==> src/hw/rtl/flsan_pkg.sv <==
package flsan_pkg;

  localparam logic [7:0] CH_SLASH      = 8'h2f;
  localparam logic [7:0] CH_BACKSLASH  = 8'h5c;
  localparam logic [7:0] CH_DOT        = 8'h2e;
  localparam logic [7:0] CH_SPACE      = 8'h20;
  localparam logic [7:0] CH_UNDERSCORE = 8'h5f;
  localparam logic [7:0] CH_LT         = 8'h3c;
  localparam logic [7:0] CH_GT         = 8'h3e;
  localparam logic [7:0] CH_COLON      = 8'h3a;
  localparam logic [7:0] CH_QUOTE      = 8'h22;
  localparam logic [7:0] CH_PIPE       = 8'h7c;
  localparam logic [7:0] CH_QUESTION   = 8'h3f;
  localparam logic [7:0] CH_STAR       = 8'h2a;
  localparam logic [7:0] CH_DIGIT_1    = 8'h31;
  localparam logic [7:0] CH_DIGIT_9    = 8'h39;
  localparam logic [7:0] CH_LOWER_A    = 8'h61;
  localparam logic [7:0] CH_LOWER_Z    = 8'h7a;
  localparam logic [7:0] CTRL_LIMIT    = 8'h20;
  localparam logic [7:0] CASE_OFFSET   = 8'h20;

  // UTF-8 lead byte ranges and code point limits
  localparam logic [7:0]  LEAD2_LO     = 8'hc2;
  localparam logic [7:0]  LEAD2_HI     = 8'hdf;
  localparam logic [7:0]  LEAD3_LO     = 8'he0;
  localparam logic [7:0]  LEAD3_HI     = 8'hef;
  localparam logic [7:0]  LEAD4_LO     = 8'hf0;
  localparam logic [7:0]  LEAD4_HI     = 8'hf4;
  localparam logic [20:0] MIN_CP3      = 21'h000800;
  localparam logic [20:0] MIN_CP4      = 21'h010000;
  localparam logic [20:0] SURR_LO      = 21'h00d800;
  localparam logic [20:0] SURR_HI      = 21'h00dfff;
  localparam logic [20:0] MAX_CP       = 21'h10ffff;

  // reserved device names, upper case, first char in the high byte
  localparam logic [23:0] NAME_CON = 24'h434f4e;
  localparam logic [23:0] NAME_PRN = 24'h50524e;
  localparam logic [23:0] NAME_AUX = 24'h415558;
  localparam logic [23:0] NAME_NUL = 24'h4e554c;
  localparam logic [23:0] NAME_COM = 24'h434f4d;
  localparam logic [23:0] NAME_LPT = 24'h4c5054;

  localparam int unsigned BASE_DEPTH = 4;
  localparam logic [2:0]  BASE_SAT   = 3'd5;

  // one accepted item as seen by the leaf trackers
  typedef struct packed {
    logic step;   // an item is accepted this cycle
    logic clear;  // separator or final byte: state returns to reset
  } leaf_ctl_t;

  function automatic logic is_separator(input logic [7:0] b);
    return (b == CH_SLASH) || (b == CH_BACKSLASH);
  endfunction

  function automatic logic is_forbidden(input logic [7:0] b);
    return (b < CTRL_LIMIT) || (b == CH_LT) || (b == CH_GT) || (b == CH_COLON) ||
           (b == CH_QUOTE) || (b == CH_SLASH) || (b == CH_BACKSLASH) ||
           (b == CH_PIPE) || (b == CH_QUESTION) || (b == CH_STAR);
  endfunction

  function automatic logic [7:0] to_upper(input logic [7:0] b);
    return ((b >= CH_LOWER_A) && (b <= CH_LOWER_Z)) ? (b - CASE_OFFSET) : b;
  endfunction

endpackage

==> src/hw/rtl/flsan_utf8.sv <==
module flsan_utf8 (
  input  logic                clk,
  input  logic                rst,
  input  flsan_pkg::leaf_ctl_t ctl,
  input  logic [7:0]          leaf_byte,
  input  logic                is_leaf,
  output logic                bad_next
);
  import flsan_pkg::*;

  logic [1:0]  pending, pending_next;
  logic [1:0]  seq_len, seq_len_next;
  logic [20:0] partial, partial_next;
  logic        enc_err, enc_err_next;
  logic [20:0] cp;

  assign cp = {partial[14:0], leaf_byte[5:0]};

  always_comb begin
    pending_next = pending;
    seq_len_next = seq_len;
    partial_next = partial;
    enc_err_next = enc_err;
    if (is_leaf && !enc_err) begin
      if (pending == 2'd0) begin
        if (leaf_byte[7] == 1'b0) begin
          pending_next = 2'd0;
        end else if (leaf_byte >= LEAD2_LO && leaf_byte <= LEAD2_HI) begin
          pending_next = 2'd1;
          seq_len_next = 2'd1;
          partial_next = {16'd0, leaf_byte[4:0]};
        end else if (leaf_byte >= LEAD3_LO && leaf_byte <= LEAD3_HI) begin
          pending_next = 2'd2;
          seq_len_next = 2'd2;
          partial_next = {17'd0, leaf_byte[3:0]};
        end else if (leaf_byte >= LEAD4_LO && leaf_byte <= LEAD4_HI) begin
          pending_next = 2'd3;
          seq_len_next = 2'd3;
          partial_next = {18'd0, leaf_byte[2:0]};
        end else begin
          enc_err_next = 1'b1;
        end
      end else if (leaf_byte[7:6] != 2'b10) begin
        enc_err_next = 1'b1;
        pending_next = 2'd0;
      end else begin
        partial_next = cp;
        pending_next = pending - 2'd1;
        // sequence closes: overlong, surrogate and range checks
        if (pending == 2'd1) begin
          if ((seq_len == 2'd2 && cp < MIN_CP3) || (seq_len == 2'd3 && cp < MIN_CP4) ||
              (cp >= SURR_LO && cp <= SURR_HI) || (cp > MAX_CP)) begin
            enc_err_next = 1'b1;
          end
        end
      end
    end
  end

  assign bad_next = enc_err_next || (pending_next != 2'd0);

  always_ff @(posedge clk) begin
    if (rst || (ctl.step && ctl.clear)) begin
      pending <= '0;
      seq_len <= '0;
      partial <= '0;
      enc_err <= 1'b0;
    end else if (ctl.step) begin
      pending <= pending_next;
      seq_len <= seq_len_next;
      partial <= partial_next;
      enc_err <= enc_err_next;
    end
  end

endmodule

==> src/hw/rtl/flsan_base.sv <==
module flsan_base (
  input  logic                clk,
  input  logic                rst,
  input  flsan_pkg::leaf_ctl_t ctl,
  input  logic [7:0]          leaf_byte,
  input  logic                is_leaf,
  output logic                reserved_next
);
  import flsan_pkg::*;

  logic [7:0] chars      [BASE_DEPTH];
  logic [7:0] chars_next [BASE_DEPTH];
  logic [2:0] count, count_next;
  logic       dot_seen, dot_seen_next;

  always_comb begin
    for (int i = 0; i < BASE_DEPTH; i++) begin
      chars_next[i] = chars[i];
    end
    count_next    = count;
    dot_seen_next = dot_seen;
    if (is_leaf && !dot_seen) begin
      if (leaf_byte == CH_DOT) begin
        dot_seen_next = 1'b1;
      end else begin
        if (count < 3'(BASE_DEPTH)) begin
          chars_next[count[1:0]] = to_upper(leaf_byte);
        end
        if (count < BASE_SAT) begin
          count_next = count + 3'd1;
        end
      end
    end
  end

  logic [23:0] head;
  assign head = {chars_next[0], chars_next[1], chars_next[2]};

  always_comb begin
    reserved_next = 1'b0;
    if (count_next == 3'd3) begin
      reserved_next = (head == NAME_CON) || (head == NAME_PRN) ||
                      (head == NAME_AUX) || (head == NAME_NUL);
    end else if (count_next == 3'd4) begin
      reserved_next = ((head == NAME_COM) || (head == NAME_LPT)) &&
                      (chars_next[3] >= CH_DIGIT_1) && (chars_next[3] <= CH_DIGIT_9);
    end
  end

  always_ff @(posedge clk) begin
    if (rst || (ctl.step && ctl.clear)) begin
      for (int i = 0; i < BASE_DEPTH; i++) begin
        chars[i] <= '0;
      end
      count    <= '0;
      dot_seen <= 1'b0;
    end else if (ctl.step) begin
      for (int i = 0; i < BASE_DEPTH; i++) begin
        chars[i] <= chars_next[i];
      end
      count    <= count_next;
      dot_seen <= dot_seen_next;
    end
  end

endmodule

==> src/hw/rtl/filename_leaf_utf8_sanitizer.sv <==
// Each accepted input item's result item is registered and shown on the master side in the cycle after it is accepted.
// Throughput: one item per cycle; the single output register is refilled in the same
// cycle its item is taken, so a stall only holds the input while a result waits.
// Reset (rst, synchronous, active high) clears all leaf state and empties the output
// register; no clearing pass, the block accepts items in the first cycle after reset.
module filename_leaf_utf8_sanitizer (
  input  logic        clk,
  input  logic        rst,
  // slave side
  input  logic        s_tvalid,
  output logic        s_tready,
  input  logic [7:0]  s_tdata,   // [7:0] path_byte
  input  logic        s_tlast,   // end_of_path
  // master side
  output logic        m_tvalid,
  input  logic        m_tready,
  output logic [15:0] m_tdata,   // [7:0] out_byte, [8] verdict, [15:9] zero
  output logic [1:0]  m_tuser,   // [0] byte_present, [1] leaf_restart
  output logic        m_tlast    // done_res
);
  import flsan_pkg::*;

  leaf_ctl_t  ctl;
  logic       accept;
  logic       sep;
  logic       is_leaf;
  logic       utf8_bad;
  logic       reserved;
  logic       unsafe;

  // output register may load whenever it is empty or being drained
  assign s_tready = !m_tvalid || m_tready;
  assign accept   = s_tvalid && s_tready;

  assign sep     = is_separator(s_tdata);
  assign is_leaf = !sep;

  // a separator or the final byte returns every tracker to its reset state
  assign ctl.step  = accept;
  assign ctl.clear = sep || s_tlast;

  flsan_utf8 u_utf8 (
    .clk       (clk),
    .rst       (rst),
    .ctl       (ctl),
    .leaf_byte (s_tdata),
    .is_leaf   (is_leaf),
    .bad_next  (utf8_bad)
  );

  flsan_base u_base (
    .clk           (clk),
    .rst           (rst),
    .ctl           (ctl),
    .leaf_byte     (s_tdata),
    .is_leaf       (is_leaf),
    .reserved_next (reserved)
  );

  // On a final leaf byte the leaf is non-empty and its last byte is the current one.
  // A final separator leaves an empty leaf, which is always unsafe.
  assign unsafe = sep || utf8_bad || reserved ||
                  (s_tdata == CH_DOT) || (s_tdata == CH_SPACE);

  logic [7:0] out_byte;
  logic       byte_present;
  logic       leaf_restart;
  logic       done_res;
  logic       verdict;

  always_ff @(posedge clk) begin
    if (rst) begin
      m_tvalid <= 1'b0;
    end else if (s_tready) begin
      m_tvalid <= s_tvalid;
    end
  end

  // payload needs no reset
  always_ff @(posedge clk) begin
    if (accept) begin
      out_byte     <= sep ? 8'd0 : (is_forbidden(s_tdata) ? CH_UNDERSCORE : s_tdata);
      byte_present <= is_leaf;
      leaf_restart <= sep;
      done_res     <= s_tlast;
      verdict      <= s_tlast && unsafe;
    end
  end

  assign m_tdata = {7'd0, verdict, out_byte};
  assign m_tuser = {leaf_restart, byte_present};
  assign m_tlast = done_res;

endmodule

==> config.mk <==
export PLATFORM = sky130hd
export DESIGN_NAME = filename_leaf_utf8_sanitizer
export DESIGN_NICKNAME = d
export VERILOG_FILES = /design/src/hw/rtl/flsan_pkg.sv /design/src/hw/rtl/flsan_utf8.sv /design/src/hw/rtl/flsan_base.sv /design/src/hw/rtl/filename_leaf_utf8_sanitizer.sv
export SDC_FILE = /design/constraint.sdc
export NUM_CORES = 1
export LEC_CHECK = 0
export BUFFER_PORTS_ARGS = -buffer_cell sky130_fd_sc_hd__buf_2
export CORE_UTILIZATION = 35
export CTS_CLUSTER_SIZE = 8
export DETAILED_ROUTE_END_ITERATION = 10
export PLACE_DENSITY = 0.6
export SYNTH_ARGS = -nofsm -noshare
export SYNTH_HDL_FRONTEND = slang
export SYNTH_SLANG_ARGS = --single-unit
==> constraint.sdc <==
create_clock -name clk -period 4.85 [get_ports clk]
set_clock_uncertainty 0.15 [all_clocks]
set_input_delay 0 -clock clk [delete_from_list [all_inputs] [get_ports clk]]
set_output_delay 0 -clock clk [all_outputs]
set_load 0.01 [all_outputs]
==> results of run 1 <==
-- cell type report --
type / count / area share (%)
clock buffers: 14 / 5.729
clock inverters: 2 / 0.2172
inverters: 12 / 0.9775
multi-input cells: 349 / 45.64
flip-flops and latches: 69 / 39.53
well taps: 143 / 3.883
repair buffers: 32 / 4.018
-- synthesized netlist by cell type (3+ instances only) --
library cell / n / area share [%]
sky130_fd_sc_hd__a211oi_1: 4 / 0.72
sky130_fd_sc_hd__a21oi_1: 26 / 3.1
sky130_fd_sc_hd__a221oi_1: 3 / 0.63
sky130_fd_sc_hd__a22oi_1: 11 / 2.0
sky130_fd_sc_hd__a31oi_1: 7 / 1.1
sky130_fd_sc_hd__and2_1: 4 / 0.60
sky130_fd_sc_hd__and3_1: 6 / 0.90
sky130_fd_sc_hd__and4b_1: 4 / 0.96
sky130_fd_sc_hd__buf_1: 3 / 0.27
sky130_fd_sc_hd__buf_2: 3 / 0.36
sky130_fd_sc_hd__buf_4: 10 / 1.8
sky130_fd_sc_hd__clkbuf_1: 24 / 2.2
sky130_fd_sc_hd__dfxtp_1: 25 / 12
sky130_fd_sc_hd__edfxtp_1: 44 / 32
sky130_fd_sc_hd__ha_1: 10 / 3.0
sky130_fd_sc_hd__inv_1: 10 / 0.90
sky130_fd_sc_hd__mux2i_1: 18 / 4.3
sky130_fd_sc_hd__nand2_1: 42 / 3.8
sky130_fd_sc_hd__nand2b_1: 4 / 0.60
sky130_fd_sc_hd__nand3_1: 13 / 1.6
sky130_fd_sc_hd__nand3b_1: 4 / 0.72
sky130_fd_sc_hd__nand4_1: 3 / 0.45
sky130_fd_sc_hd__nand4b_1: 4 / 0.84
sky130_fd_sc_hd__nor2_1: 87 / 7.9
sky130_fd_sc_hd__nor3_1: 10 / 1.2
sky130_fd_sc_hd__nor3b_1: 8 / 1.4
sky130_fd_sc_hd__nor4_1: 8 / 1.2
sky130_fd_sc_hd__o21ai_0: 10 / 1.2
sky130_fd_sc_hd__o21ai_1: 3 / 0.36
sky130_fd_sc_hd__o22ai_1: 5 / 0.75
sky130_fd_sc_hd__o31ai_1: 4 / 0.72
sky130_fd_sc_hd__or3_1: 5 / 0.75
-- metrics by stage --
step	setup WS [ps]	std cells
final	1068	621
after global routing	750.6	621
after CTS	1124	621
after detailed placement	1158	601
after global placement	1402	601
after floorplan	2211	471
-- worst max-delay path, cell delays in order --
cell and delay, ps:
sky130_fd_sc_hd__dlygate4sd3_1 520, sky130_fd_sc_hd__buf_2 250, sky130_fd_sc_hd__and3b_1 250, sky130_fd_sc_hd__a22oi_2 470, sky130_fd_sc_hd__nand3_1 580, sky130_fd_sc_hd__nor3_1 350, sky130_fd_sc_hd__o22ai_1 120, sky130_fd_sc_hd__or4b_1 530
sky130_fd_sc_hd__a2111oi_0 570, sky130_fd_sc_hd__o31a_1 190
-- power by group through the flow --
stage / Clock [mW] / Combinational (mW) / Sequential, mW
2_1_floorplan: 0 / 0.145 / 0.685
3_3_place_gp: 0 / 0.193 / 0.687
3_5_place_dp: 0 / 0.195 / 0.687
4_1_cts: 0.618 / 0.198 / 0.675
5_1_grt: 0.644 / 0.221 / 0.679
6_report: 0.603 / 0.199 / 0.675
-- per-layer routing --
layer	track usage [%]	wire length, um	up-vias
met2	29.73	5067	142
met1	23.04	4769	1643
met4	7.911	301	0
met5	0	0	-
met3	4.046	549	26
li1	-	-	1712
-- cells by family after synthesis --
group	share of synthesized area [%]
adder cells (fa/ha/maj)	3.015
buffers and inverters	5.969
other	0.09036
AND/OR/NAND/NOR	26.47
multiplexers	5.547
flip-flops	43.90
AO/OA/AOI/OAI	15.01
-- flip-flops by register name (all words and copies together) (netlist names) --
signal,flops
u_base.chars,32
u_utf8.partial,15
out_byte,8
u_base.count,3
u_utf8.pending,2
u_utf8.seq_len,2
byte_present,1
leaf_restart,1
m_tlast,1
m_tvalid,1
u_base.dot_seen,1
u_utf8.enc_err,1
verdict,1
-- worst max path at each step --
| stage | to | slack (ps) | depth (start not counted) |
|---|---|---|---|
| final | verdict | 1070 | 10 |
| after floorplan | verdict | 2210 | 10 |
| after global routing | verdict | 750 | 10 |
| after CTS | verdict | 1120 | 10 |
| after detailed placement | verdict | 1160 | 9 |
| after global placement | verdict | 1400 | 9 |
-- layout by cell type, fill, tap and decap left out, types with 8 or more instances in the layout --
| cell type | n |
|---|---|
| sky130_fd_sc_hd__mux2i_1 | 18 |
| sky130_fd_sc_hd__nor4_1 | 8 |
| sky130_fd_sc_hd__nor3b_1 | 8 |
| sky130_fd_sc_hd__nor2_1 | 87 |
| sky130_fd_sc_hd__a21oi_1 | 26 |
| sky130_fd_sc_hd__edfxtp_1 | 44 |
| sky130_fd_sc_hd__buf_2 | 26 |
| sky130_fd_sc_hd__nor3_1 | 10 |
| sky130_fd_sc_hd__o21ai_0 | 10 |
| sky130_fd_sc_hd__inv_1 | 10 |
| sky130_fd_sc_hd__dfxtp_1 | 25 |
| sky130_fd_sc_hd__clkbuf_16 | 9 |
| sky130_fd_sc_hd__ha_1 | 10 |
| sky130_fd_sc_hd__nand2_1 | 42 |
| sky130_fd_sc_hd__a22oi_1 | 11 |
| sky130_fd_sc_hd__nand3_1 | 13 |
-- what timing repair did --
| action | in CTS | in global routing |
|---|---|---|
| setup buffers | 0 | 0 |
| hold buffers | 4 | 0 |
| hold endpoints to repair | 4 | 0 |
==> results.md, run 1 <==
Layout:
- The area taken by flip-flops and latches is 1822 um^2.
- 0 antenna diodes ended up in the layout.
- The net total in the final layout is 496.
- The summed area of non-filler cells in the final layout is approximately 4600 um^2.
- After filler insertion, the fill cell instance count of the layout stands at between 1000 and 1500.
- Cells fill 40.19% of the core in the end.
- The area added between synthesis and finish is 11.03%.
- The layout cell share with drive strength beyond 1 is 10.88%.
- The area of combinational cells with multiple inputs is 2103 um^2.

Global route:
- The number of global-route vias before repair is 3431.
- Entering global routing, the biggest net connects 33 pins.
- Global routing used a little under a fifth of the available tracks.
- The total overflow left after global routing is 0.
- The first-pass GRT wire length is 17.64 mm.
- The number of antenna violations at the first check in global routing came to 0.

Placed design:
- At the end of routability-driven placement, the weighted congestion stood at 0.8990.
- In this run the tool buffered the top-level ports with 26 buffer cells.
- The wire-length estimate of the detail-placed layout is 7.433 mm.
- Once placement finished, the instance area stood at ~4300 um^2.

Clock tree:
- The clock drives 69 sinks.
- The clock latency at the later pin of the worst-skew pair is 330 ps.
- Clock-pin slew was measured on the worst setup and hold paths at 50 ps.
- TritonCTS built the clock tree.
- The post-CTS resize count is 0.
- The count of H-tree levels built during CTS is 3.
- The worst-case clock buffer depth is 2.
- Buffers inserted during clock tree synthesis total 9.
- The root buffer cell is sky130_fd_sc_hd__clkbuf_16.

Drt:
- The number of iterations in the first detailed-routing pass is 5.
- The final routed DRC violation total is 0.
- For this block, the routed nets add up to 10.69 mm of wire.
- The detail route stage leaves a number of antenna-violating nets equal to 0.
- The DRC violation total after the first TritonRoute iteration is around 300.
- Summing over every cut layer, the via total after detailed routing is 3523.
- Using the TritonRoute via totals, the vias-per-cell ratio works out to about 5.7.
- Dividing the detail-routed wire length by the instance count gives 17.21 um.

Die:
- The effective utilization at floorplan is 36.19%.
- The area of the placeable core is around 11000 um^2.
- The count of standard-cell rows is 39.
- In this run the horizontal extent of the chip is 110.9 um.
- The floorplan step set the die height to 110.9 um.
- 34 I/O pins were placed.
- The floorplan step defined a die boundary enclosing 12300 um^2.

Worst setup path:
- The startpoint of the worst setup timing path is s_tdata[7].
- Of all nets on the critical path, the largest fanout is 15.
- For the worst flop-to-flop path, the logic depth is 7.
- The source of the worst register-to-register timing path is u_base.count[2].
- The setup slack of the worst register-to-register path is 1310 ps.
- The critical setup path kind is input pin to register.
- STA classifies the critical path endpoint as a register.
- The nature of the critical path startpoint is an input pin.
- The endpoint identified for the worst register-to-register timing path is verdict.
- The critical path arrival is about 3800 ps.
- For the worst setup path, the data required time is between 4000 and 5000 ps.

Pwr:
- The worst ir drop on vdd is 0.2303 mV.
- The analysis attributes to net switching a power of 0.3811 mW.
- The power per cell area is 320.6 nW/um^2.
- Summed over all cells, the static leakage comes to about 1.8 nW.
- The final total power is 1.477 mW.
- The sequential share of power is 45.7%.
- Combinational logic is responsible for 13.5% of the overall power.
- Net switching is between 20% and 30% of the power.
- The internal power of the cells totals 1.096 mW.
- The clock network burns 40.8% of the power.

Yosys:
- The sequential area share after synthesis is a little over two fifths.
- A synthesized cell averages 8.925 um^2.
- For this run, asynchronously set or reset flops after synthesis account for 0%.
- The most used flip-flop cell after synthesis is sky130_fd_sc_hd__edfxtp_1.
- The gate count of the mapped netlist is 465.
- Synthesis inferred 69 register bits.
- The Yosys step of the flow raised 0 warnings.
- The cell area after technology mapping is 4150 um^2.
- The count of distinct cell types in the synthesized netlist is 65.
- The number of synthesized flops with an enable pin is 44.

Timing:
- Based on the critical path, the design can be clocked at up to 264.4 MHz.
- The number of hold violations in the final report was 0.
- The final max-slew violation count came to 0.
- The worst-case hold slack is 14.52 ps.
- The final critical-path required period is 3782 ps.
- The share of the cycle needed by the critical path after routing is 77.97%.
- Setup repair after global routing left no endpoint under its margin.
- Headroom to the max-slew limit came out at about a quarter.
- Adding up every negative setup slack in the final design gives 0 ps.
- The transition time at the pin with the least slew margin is 1142 ps.
- Setup violations remaining at the end of the flow were counted as 0.

Run:
- The number of maximum-capacitance violations is 0.

Hold path:
- The worst hold path terminates at u_utf8.partial[5].
- The min-delay analysis places its worst path in the category input pin to register.
- The startpoint of the lowest-slack hold path is s_tdata[5].
- The number of cells on the worst hold path is 3.

Outcome:
- The run finished with clean final reports.
Power figures use the tool's default switching activity.
==> run 2: changes to the inputs <==
==> constraint.sdc (replaced) <==
create_clock -name clk -period 3.5 [get_ports clk]
set_clock_uncertainty 0.15 [all_clocks]
set_input_delay 0 -clock clk [delete_from_list [all_inputs] [get_ports clk]]
set_output_delay 0 -clock clk [all_outputs]
set_load 0.01 [all_outputs]
==> results.md, run 2 (synthesis gave the netlist of run 1 again) <==
Outcome:
- Result of the run: finished clean (unchanged).

Worst setup path:
- The nature of the critical path endpoint is a register (unchanged).
- Cell-by-cell listing of the critical path: dlygate4sd3_1 > buf_2 > and3b_1 > a22oi_2 > nand3_4 > mux2i_2 > o211ai_1 > or4b_1 > a2111oi_1 > o31a_1 (was dlygate4sd3_1 > buf_2 > and3b_1 > a22oi_2 > nand3_1 > nor3_1 > o22ai_1 > or4b_1 > a2111oi_0 > o31a_1).
- The termination of the worst setup path is verdict (unchanged).
- The maximum net fanout on the critical path came to 15 (unchanged).
- The startpoint of the worst setup timing path is s_tdata[7] (unchanged).
- The worst path required time was 3560 ps (was 4900 ps).
- The nature of the critical path startpoint is an input pin (unchanged).
- The endpoint of the worst-slack reg-to-reg timing path is verdict (unchanged).
- The critical path arrival is 3340 ps (was 3830 ps).
- The depth of the worst register-to-register path is 7 (unchanged).
- The slowest stage cell on the critical path is sky130_fd_sc_hd__or4b_1 (was sky130_fd_sc_hd__nand3_1).
- The critical setup path kind is input pin to register (unchanged).
- The source of the worst register-to-register timing path is u_base.count[2] (unchanged).
- The biggest cell delay along the critical path came to 530 ps (was 580 ps).
- The setup slack of the worst register-to-register path was 350 ps (was 1310 ps).

Placed design:
- The HPWL reported at the end of detailed placement is 7.574 mm (was 7.433 mm).
- The total of buffers placed on input and output ports is 26 (unchanged).
- The number of instances in the placed design was 613 (was 601).
- The standard cell area after detailed placement is 4384 um^2 (was 4294 um^2).
- The routability-driven placement congestion ratio is 0.8297 (was 0.8990).

Layout:
- The layout cell share with drive strength beyond 1 is 14.29% (was 10.88%).
- The area added between synthesis and finish was 15.32% (was 11.03%).
- The post-layout instance count excluding filler cells is 640 (was 621).
- Leading cell types in the layout, fill and taps excluded: sky130_fd_sc_hd__nor2_1, sky130_fd_sc_hd__edfxtp_1, sky130_fd_sc_hd__nand2_1, sky130_fd_sc_hd__a21oi_1, sky130_fd_sc_hd__buf_2 (unchanged).
- The number of antenna cells inserted was 0 (unchanged).
- The net total in the final layout was 515 (was 496).
- The register bank with the most flops is u_base.chars (unchanged).
- The summed area of non-filler cells in the final layout was 4786 um^2 (was 4608 um^2).
- The flip-flop count of the largest register, all copies and words added is 32 (unchanged).
- Largest registers: u_base.chars: 32 flops, u_utf8.partial: 15 flops, out_byte: 8 flops (unchanged).
- The most common cell after layout, fill and taps aside is sky130_fd_sc_hd__nor2_1 (unchanged).

Drt:
- The final routed DRC violation total is 0 (unchanged).
- The average wire length per cell after detail routing is 17.14 um (was 17.21 um).
- The via density per instance is 5.694 (was 5.673).
- The vias after detailed routing came to 3644 (was 3523).
- The remaining antenna violation count after routing is 0 (unchanged).
- The wire length after detailed routing is 10.97 mm (was 10.69 mm).
- The number of iterations in the first detailed-routing pass came to 5 (unchanged).
- The DRC violation total after the first TritonRoute iteration is 255 (was 297).

Pwr:
- The worst ir drop on vdd was 0.3586 mV (was 0.2303 mV).
- The total leakage power is 1.865 nW (was 1.767 nW).
- The power per cell area was 443.5 nW/um^2 (was 320.6 nW/um^2).

Clock tree:
- The count of H-tree levels built during CTS came to 3 (unchanged).
- The number of clock sinks seen by CTS is 69 (unchanged).
- The root buffer cell is sky130_fd_sc_hd__clkbuf_16 (unchanged).
- The clock latency at the later pin of the worst-skew pair is 330 ps (about the same).
- The worst-case clock buffer depth is 2 (unchanged).
- The TritonCTS clock tree is yes (unchanged).
- The number of buffers inserted during clock tree synthesis is 9 (unchanged).
- The clock transition time at the flip-flop clock pins of the worst setup and hold paths is 50 ps (about the same).

Die:
- The floorplan die area was 12300 um^2 (unchanged).
- The floorplan die height came to 110.9 um (unchanged).
- The effective utilization at floorplan is 36.19% (unchanged).
- The area of the placeable core is 11470 um^2 (unchanged).
- The width of the die came to 110.9 um (unchanged).
- The count of standard-cell rows is 39 (unchanged).
- The I/O pin count is 34 (unchanged).

Global route:
- The first-pass GRT wire length came to 17.66 mm (was 17.64 mm).
- The largest net degree at the start of global routing is 33 (unchanged).
- The total global-route track usage is 18.17% (was 18.20%).
- The number of global-route vias before repair was 3391 (was 3431).
- The number of antenna violations at the first check in global routing is 0 (unchanged).
- The final global-route overflow total came to 0 (unchanged).

Timing:
- The final max-slew violation count is 0 (unchanged).
- Setup repair after global routing missed its margin: no (unchanged).
- The final critical-path required period is 3286 ps.
- The total setup violations reported at the end of the flow is 0 (unchanged).
- The transition time at the pin with the least slew margin is 956.3 ps (was 1142 ps).
- After layout, the worst path uses a little over nine tenths of the clock period.
- The final total negative setup slack is 0 ps (unchanged).
- The number of hold violations in the final report is 0 (unchanged).
- The maximum operating frequency is a little over 300 MHz.
- The worst slew margin relative to its limit came to 35.66% (was 23.39%).

Run:
- The number of maximum-capacitance violations is 0 (unchanged).

Hold path:
- The path category of the worst min-delay check is input pin to register (unchanged).
## run 2: cell count changes in the layout (fill, tap and decap cells not counted), sizes merged
cell	delta
buf	+16
a22oi	+1
dlygate4sd3	+2
inv	+1
clkbuf	-1
## run 2: layer usage
layer	GRT usage, %	up-vias	routed length, um
met3	3.226	27	543
met4	8.711	0	383
li1	-	1742	-
met1	24.86	1749	5128
met5	0	-	0
met2	27.74	126	4916
## run 2: metrics by stage
stage | power [mW] | setup slack [ps] | hold WS (ps) | utilization (%)
2_1_floorplan | 1.150 | 861.1 | -80.93 | -
3_3_place_gp | 1.231 | 417.0 | 73.59 | 38.23
3_5_place_dp | 1.231 | 292.9 | 76.83 | 38.23
4_1_cts | 2.135 | 104.2 | 14.28 | 41.35
5_1_grt | 2.200 | 33.07 | 51.09 | 41.73
6_report | 2.122 | 214.2 | 26.08 | 41.73
## run 2: how the worst min path moves through the flow
stage / from / end / slack (ps) / cells after the start
2_1_floorplan: rst / m_tvalid / -80 / 1
3_3_place_gp: rst / m_tvalid / 70 / 2
3_5_place_dp: rst / m_tvalid / 80 / 2
4_1_cts: s_tdata[5] / u_utf8.partial[5] / 10 / 3
5_1_grt: s_tdata[5] / u_utf8.partial[5] / 50 / 3
6_report: s_tdata[5] / u_utf8.partial[5] / 30 / 3
## run 2: timing repair
action	CTS	global route
endpoints found under the hold margin	7	0
setup endpoints to repair	0	1
gates resized for setup	0	2
setup buffers	0	4
hold buffers	6	0
## run 2: critical path, delay by kind of cell
family	cells	cell delay (ps)
AO/OA/AOI/OAI	4	1160
buffers and inverters	2	770
multiplexers	1	350
AND/OR/NAND/NOR	3	1060
## run 2: power breakdown
part | total [mW] | internal (mW) | switching [mW] | leakage [nW]
sequential | 0.935 | 0.910 | 0.0241 | 0.668
combinational | 0.291 | 0.102 | 0.189 | 1.05
clock | 0.897 | 0.559 | 0.338 | 0.151
## run 2: area by class of cell
cell class / count / area (um^2)
flip-flops and latches: 69 / 1822
fillers: 1109 / 6681
clock buffers: 13 / 281.5
inverters: 12 / 45.04
multi-input cells: 350 / 2117
clock inverters: 3 / 16.27
repair buffers: 50 / 325.3
well taps: 143 / 178.9
